===== src/rtl/satlb_pkg.sv =====
// ----------------------------------------------------------------------------
// satlb_pkg
// Sizes, types and the update record shared by the set-associative TLB.
// ----------------------------------------------------------------------------
package satlb_pkg;

	localparam int SETS             = 16;  // power of two
	localparam int WAYS             = 4;   // power of two, at least two
	localparam int PAGE_OFFSET_BITS = 21;
	localparam int ADDR_BITS        = 64;

	// Port widths fixed by the interface
	localparam int ADDR_W      = 64;
	localparam int WAY_W       = 2;
	localparam int SET_INDEX_W = 4;

	localparam int SET_BITS  = $clog2(SETS);
	localparam int WAY_BITS  = $clog2(WAYS);
	localparam int RANK_BITS = WAY_BITS;
	localparam int TAG_BITS  = ADDR_BITS - PAGE_OFFSET_BITS - SET_BITS;
	localparam int RANK_MAX  = WAYS - 1;

	typedef logic [SET_BITS-1:0]  set_t;
	typedef logic [WAY_BITS-1:0]  way_t;
	typedef logic [RANK_BITS-1:0] rank_t;
	typedef logic [TAG_BITS-1:0]  tag_t;

	typedef logic [WAYS-1:0]                valid_row_t;
	typedef logic [WAYS-1:0][RANK_BITS-1:0] rank_row_t;
	typedef logic [WAYS-1:0][TAG_BITS-1:0]  tag_row_t;

	// Outcome of one lookup and the new state of its set
	typedef struct packed {
		logic       hit;
		way_t       way;
		logic       replaced;
		logic       wr_tag;
		valid_row_t valid;
		rank_row_t  rank;
		logic       full;
	} satlb_upd_t;

endpackage


===== src/rtl/satlb_ram.sv =====
// ----------------------------------------------------------------------------
// satlb_ram
// Generic single-write, single-read RAM with registered read data.
// ----------------------------------------------------------------------------
module satlb_ram #(
	parameter int WIDTH = 8,
	parameter int DEPTH = 16
) (
	input  logic                     clk,
	input  logic                     we,
	input  logic [$clog2(DEPTH)-1:0] waddr,
	input  logic [WIDTH-1:0]         wdata,
	input  logic                     re,
	input  logic [$clog2(DEPTH)-1:0] raddr,
	output logic [WIDTH-1:0]         rdata
);

	logic [WIDTH-1:0] mem_q [DEPTH];

	always_ff @(posedge clk) begin
		if (we) begin
			mem_q[waddr] <= wdata;
		end
		// read-first on a same-address collision
		if (re) begin
			rdata <= mem_q[raddr];
		end
	end

endmodule


===== src/rtl/satlb_lookup.sv =====
// ----------------------------------------------------------------------------
// satlb_lookup
// Tag compare, fill/victim choice and LRU rank update for one set.
// ----------------------------------------------------------------------------
module satlb_lookup (
	input  satlb_pkg::tag_t       tag,
	input  satlb_pkg::tag_row_t   tags,
	input  satlb_pkg::valid_row_t valid,
	input  satlb_pkg::rank_row_t  rank,
	input  logic                  full,
	output satlb_pkg::satlb_upd_t upd
);
	import satlb_pkg::*;

	logic       found;
	logic       hit_f;
	way_t       sel;
	way_t       vic;
	rank_t      best;
	rank_t      hit_rank;
	rank_row_t  new_rank;
	valid_row_t new_valid;

	always_comb begin
		// ways in order: a valid match hits, else a free way in a set with room fills
		found = 1'b0;
		hit_f = 1'b0;
		sel   = '0;
		for (int w = 0; w < WAYS; w++) begin
			if (!found) begin
				if (valid[w] && tags[w] == tag) begin
					found = 1'b1;
					hit_f = 1'b1;
					sel   = way_t'(w);
				end else if (!full && !valid[w]) begin
					found = 1'b1;
					sel   = way_t'(w);
				end
			end
		end

		// oldest rank, lowest way on a tie
		vic  = '0;
		best = rank[0];
		for (int w = 1; w < WAYS; w++) begin
			if (rank[w] > best) begin
				best = rank[w];
				vic  = way_t'(w);
			end
		end
		if (!found) begin
			sel = vic;
		end

		hit_rank  = rank[sel];
		new_rank  = rank;
		new_valid = valid;
		if (hit_f) begin
			for (int o = 0; o < WAYS; o++) begin
				if (valid[o] && rank[o] < hit_rank) begin
					new_rank[o] = rank[o] + rank_t'(1);
				end
			end
		end else begin
			for (int o = 0; o < WAYS; o++) begin
				if (way_t'(o) != sel && valid[o] && rank[o] < rank_t'(RANK_MAX)) begin
					new_rank[o] = rank[o] + rank_t'(1);
				end
			end
			new_valid[sel] = 1'b1;
		end
		new_rank[sel] = '0;

		upd.hit      = hit_f;
		upd.way      = sel;
		upd.replaced = !found;
		upd.wr_tag   = !hit_f;
		upd.valid    = new_valid;
		upd.rank     = new_rank;
		upd.full     = full || !found || (!hit_f && sel == way_t'(WAYS - 1));
	end

endmodule


===== src/rtl/set_assoc_tlb_lru_lookup.sv =====
// ----------------------------------------------------------------------------
// set_assoc_tlb_lru_lookup
// Set-associative TLB tag lookup with LRU replacement.
// ----------------------------------------------------------------------------
// Usage:
//   Drive logical_address and raise start; the beat is taken at a clock edge
//   with start high and busy low. busy stays low, so a new address can be
//   taken on every cycle.
//   Each beat gives one result: done is high for one cycle with hit, way,
//   set_index and replaced valid in that cycle. There is no back-pressure on
//   the result side; the receiver must take it then.
//   Throughput is one address per cycle. The per-way tag RAMs are read at the
//   accepting edge, compare and LRU update follow in the next cycle, and the
//   outcome is registered onto done and the result ports; a tag written in
//   that cycle is forwarded to the following beat of the same set.
//   Reset (arst_n low) clears all valid bits, LRU ranks and set-full flags at
//   once and drops any beat in flight; tag RAM contents are not cleared and
//   are only read behind a valid bit.
// ----------------------------------------------------------------------------
module set_assoc_tlb_lru_lookup (
	input  logic                              clk,
	input  logic                              arst_n,
	input  logic                              start,
	output logic                              busy,
	input  logic [satlb_pkg::ADDR_W-1:0]      logical_address,
	output logic                              done,
	output logic                              hit,
	output logic [satlb_pkg::WAY_W-1:0]       way,
	output logic [satlb_pkg::SET_INDEX_W-1:0] set_index,
	output logic                              replaced
);
	import satlb_pkg::*;

	logic       accept;
	set_t       in_set;
	tag_t       in_tag;

	logic       v_s1;
	set_t       set_s1;
	tag_t       tag_s1;

	valid_row_t valid_q [SETS];
	rank_row_t  rank_q  [SETS];
	logic       full_q  [SETS];

	logic       fwd_v_q;
	set_t       fwd_set_q;
	way_t       fwd_way_q;
	tag_t       fwd_tag_q;

	tag_row_t   ram_tags;
	tag_row_t   tags_s1;
	satlb_upd_t upd;
	logic       tag_we;

	assign busy   = 1'b0;
	assign accept = start && !busy;
	assign in_set = logical_address[PAGE_OFFSET_BITS +: SET_BITS];
	assign in_tag = logical_address[ADDR_BITS-1:PAGE_OFFSET_BITS+SET_BITS];
	assign tag_we = v_s1 && upd.wr_tag;

	for (genvar w = 0; w < WAYS; w++) begin : g_way
		satlb_ram #(
			.WIDTH (TAG_BITS),
			.DEPTH (SETS)
		) u_tag_ram (
			.clk   (clk),
			.we    (tag_we && upd.way == way_t'(w)),
			.waddr (set_s1),
			.wdata (tag_s1),
			.re    (accept),
			.raddr (in_set),
			.rdata (ram_tags[w])
		);

		// the RAM read in the same edge as the write missed it
		assign tags_s1[w] = (fwd_v_q && fwd_set_q == set_s1 && fwd_way_q == way_t'(w))
			? fwd_tag_q : ram_tags[w];
	end

	satlb_lookup u_lookup (
		.tag   (tag_s1),
		.tags  (tags_s1),
		.valid (valid_q[set_s1]),
		.rank  (rank_q[set_s1]),
		.full  (full_q[set_s1]),
		.upd   (upd)
	);

	always_ff @(posedge clk or negedge arst_n) begin
		if (!arst_n) begin
			v_s1    <= 1'b0;
			done    <= 1'b0;
			fwd_v_q <= 1'b0;
			for (int s = 0; s < SETS; s++) begin
				valid_q[s] <= '0;
				rank_q[s]  <= '0;
				full_q[s]  <= 1'b0;
			end
		end else begin
			v_s1    <= accept;
			done    <= v_s1;
			fwd_v_q <= tag_we;
			if (v_s1) begin
				valid_q[set_s1] <= upd.valid;
				rank_q[set_s1]  <= upd.rank;
				full_q[set_s1]  <= upd.full;
			end
		end
	end

	always_ff @(posedge clk) begin
		if (accept) begin
			set_s1 <= in_set;
			tag_s1 <= in_tag;
		end
		if (tag_we) begin
			fwd_set_q <= set_s1;
			fwd_way_q <= upd.way;
			fwd_tag_q <= tag_s1;
		end
		if (v_s1) begin
			hit       <= upd.hit;
			way       <= WAY_W'(upd.way);
			set_index <= SET_INDEX_W'(set_s1);
			replaced  <= upd.replaced;
		end
	end

endmodule


===== config.mk =====
export PLATFORM = sky130hd
export DESIGN_NAME = set_assoc_tlb_lru_lookup
export DESIGN_NICKNAME = d
export VERILOG_FILES = /design/src/rtl/satlb_pkg.sv /design/src/rtl/satlb_ram.sv /design/src/rtl/satlb_lookup.sv /design/src/rtl/set_assoc_tlb_lru_lookup.sv
export SDC_FILE = /design/constraint.sdc
export NUM_CORES = 2
export LEC_CHECK = 0
export BUFFER_PORTS_ARGS = -buffer_cell sky130_fd_sc_hd__clkbuf_2
export CELL_PAD_IN_SITES_DETAIL_PLACEMENT = 1
export CELL_PAD_IN_SITES_GLOBAL_PLACEMENT = 2
export CORE_MARGIN = 4
export CORE_UTILIZATION = 40
export CTS_CLUSTER_SIZE = 25
export DETAILED_ROUTE_END_ITERATION = 10
export PLACE_DENSITY_LB_ADDON = 0.1
export SLEW_MARGIN = 0
export SYNTH_ARGS = -nofsm -noshare
export SYNTH_HDL_FRONTEND = slang
export SYNTH_SLANG_ARGS = --single-unit
export TNS_END_PERCENT = 1

===== constraint.sdc =====
create_clock -name clk -period 11.7 [get_ports clk]
set_input_delay 1.17 -clock clk [delete_from_list [all_inputs] [get_ports clk]]
set_output_delay 1.17 -clock clk [all_outputs]
set_load 0.005 [all_outputs]

==> flow_summary.toml <==
[outcome]
status = "complete, no violations"

[global_route]
grt_use_total_pct = 22.8
grt_pass1_wl_mm = 486
antenna_found_initial = 26
grt_max_degree = 111
grt_overflow_total = 0
grt_pass1_vias = 61600

[detailed_routing]
antenna_left = 0
viasPerCell = 5.83
drt_iter0_drc = 6010
totalWireLength_mm = 344
drt_pass1_iterations = 9
wire_per_inst_um = 34.6
num_vias = 58000
drc_errors = 0

[yosys]
async_reset_ff_share_pct = 7.13
synthCells = 5552
ys_ff_latch = 2959
syn-num-nets = 5635
synth-edff-count = 2748
syn_avg_cell_area_um2 = 21.0
ys_seq_area_share_pct = 75.4
ys_warn_count = 0
yosysUniqueCellTypes = 77
yosys_most_used_dff = "edfxtp_1"
synth_area_um2 = 116000

[clock_network]
clkTransAtPathRegs_ns = 0.06
cts_htree_levels = 5
hold_buffers = 0
clockBufferDepth = 4
cts_buffers = 325
cts_resized = 0
clk_latency_ns = 0.91
post_cts_buffers = 0
tritoncts = "done"
clock-sinks = 2959
root_buffer = "clkbuf_16"

[place]
numPortBuffers = 54
dpl.hpwl_mm = 192
globalplace.congestion = 0.916

[worst_setup_path]
critPathKind = "reg -> reg"
cp.arrival_ns = 9.92
critical_path_required_ns = 12.46
rr_worst_depth = 20
critPathMaxFanout = 33
reg2reg_slack_ns = 2.54
r2r_start = "tag_s1[21]"
critPathCaptureType = "register"
startpoint = "tag_s1[21]"
r2r_end = "rank_q[53]"
cp-start-kind = "register"

[finish]
layout_common_cells = "edfxtp_1, mux4_2, clkbuf_16"
multi_input_area_um2 = 27700
seq_area_um2 = 87800
syn2layout_area_growth_pct = 13.8
nFillCells = 26300
layout_commonest_cell = "edfxtp_1"
drive_above_1_share_pct = 27.6
final_nets = 5909

[timing]
worst_pin_slew_ns = 1.31
final-hold-violation-count = 0
clock.fmax_ghz = 0.109
drv_slew = 0
fin_crit_ns = 9.16
grt_setup_unrepaired = "no"
whs_ns = 0.292
setup_viol_count_final = 0
fin_crit_sh_pct = 78.3
finalSetupTns_ns = 0
finClkSkew_ns = 0.0844
slew_headroom_pct = 11.6

[floorplan]
start_util_pct = 40.3
die_x_um = 548
die_area_um2 = 300000
rows = 197
core_area_um2 = 289000
ios = 77
fp.dieH_um = 548

[pwr]
p_leak_uw = 0.0424
p_per_area_nw_per_um2 = 182
ir_worst_vdd_uv = 148

[job]
cap_violations = 0

[worst_hold_path]
hold_path_class = "in -> async"
## worst max-delay path by stage
stage	endpoint	slack (ns)	depth (start not counted)
after floorplan	g_way[0].u_tag_ram.mem_q[10][0]	3.25	27
after global placement	rank_q[21]	2.47	30
after detailed placement	rank_q[37]	2.62	30
after CTS	rank_q[53]	2.60	30
after global routing	rank_q[101]	2.01	29
final	rank_q[53]	2.54	20
## critical path, cell delays in order, from the launching register on
cell      delay, ns
edfxtp_1       1.08
buf_4          0.50
xor2_1         0.16
nor4_1         0.63
nand2_1        0.37
nor3_1         0.47
o21ai_0        0.18
or4_1          0.52
nor4b_1        0.93
buf_4          0.32
nor2_1         0.06
a21oi_1        0.52
o21ai_0        0.18
o21ai_0        0.66
ha_1           0.36
or3_1          0.36
or3_1          0.33
and4_1         0.21
a32oi_1        0.19
nand3_1        0.48
mux2_2         0.48
## Yosys cell counts (all sizes together), types with 24 or more instances
| master | instances | area (um^2) |
|---|---|---|
| a211oi | 35 | 273 |
| a21oi | 90 | 450 |
| buf | 92 | 439 |
| clkbuf | 222 | 833 |
| dfrtp | 211 | 5280 |
| edfxtp | 2748 | 82500 |
| inv | 59 | 221 |
| mux2 | 71 | 800 |
| mux2i | 52 | 521 |
| mux4 | 817 | 18400 |
| nand2 | 190 | 723 |
| nand2b | 56 | 350 |
| nand3 | 79 | 395 |
| nand4 | 40 | 250 |
| nor2 | 133 | 502 |
| nor2b | 97 | 607 |
| nor3 | 24 | 120 |
| nor4 | 36 | 246 |
| o21ai | 168 | 841 |
| o22ai | 30 | 188 |
| xnor2 | 27 | 255 |
| xor2 | 38 | 333 |
## logic make-up after synthesis
family	count (synthesis)	share of synthesized area, %
compound gates	457	2.45
xor+xnor	65	0.505
fa+ha+maj	16	0.172
buf+inv	373	1.28
flops	2959	75.4
mux	940	16.9
other cells	1	0.00322
simple gates	741	3.27
## report_power, final
| group | total (uW) | switching, uW | leakage [uW] | internal, uW |
|---|---|---|---|---|
| Combinational | 2150 | 1450 | 0.00983 | 702 |
| Clock | 9690 | 4180 | 0.00481 | 5510 |
| Sequential | 12200 | 202 | 0.0278 | 12000 |
| Total | 24100 | 5830 | 0.0424 | 18200 |
## through the flow
step	cells	utilization, %	power, uW	setup slack (ns)	instance area, um^2
3_5_place_dp	9379	42.4	14600	2.62	123000
4_1_cts	9937	45.9	24300	2.60	133000
6_report	9943	45.9	24100	2.54	133000
2_1_floorplan	5552	-	13600	3.25	116000
3_3_place_gp	9379	42.4	14600	2.47	123000
5_1_grt	9939	45.9	24900	2.01	133000
## flip-flops by register name, indices dropped and copies added, names as in the netlist
name                   flops
done                       1
full_q                    16
fwd_set_q                  4
fwd_tag_q                 39
fwd_v_q                    1
fwd_way_q                  2
g_way.u_tag_ram.mem_q   2496
g_way.u_tag_ram.rdata    156
hit                        1
rank_q                   128
replaced                   1
set_index                  4
set_s1                     4
tag_s1                    39
v_s1                       1
valid_q                   64
way                        2
## layout make-up
type,instances,area share (%)
antenna,6,0.0113
clock buffer,401,6.44
clock inverter,157,1.02
inverter,59,0.167
multi-input combinational,2220,20.9
sequential,2959,66.3
tap,3880,3.66
timing repair buffer,261,1.53
## metal layers
layer	part of all wire (%)	track usage [%]	up-vias
li1	-	-	23700
met3	5.1	2.91	450
met1	45	33.3	32200
met4	2.5	5.52	2
met2	48	36.8	1711
met5	0.077	0	-
Note: power is estimated with default switching activity, not from simulation.
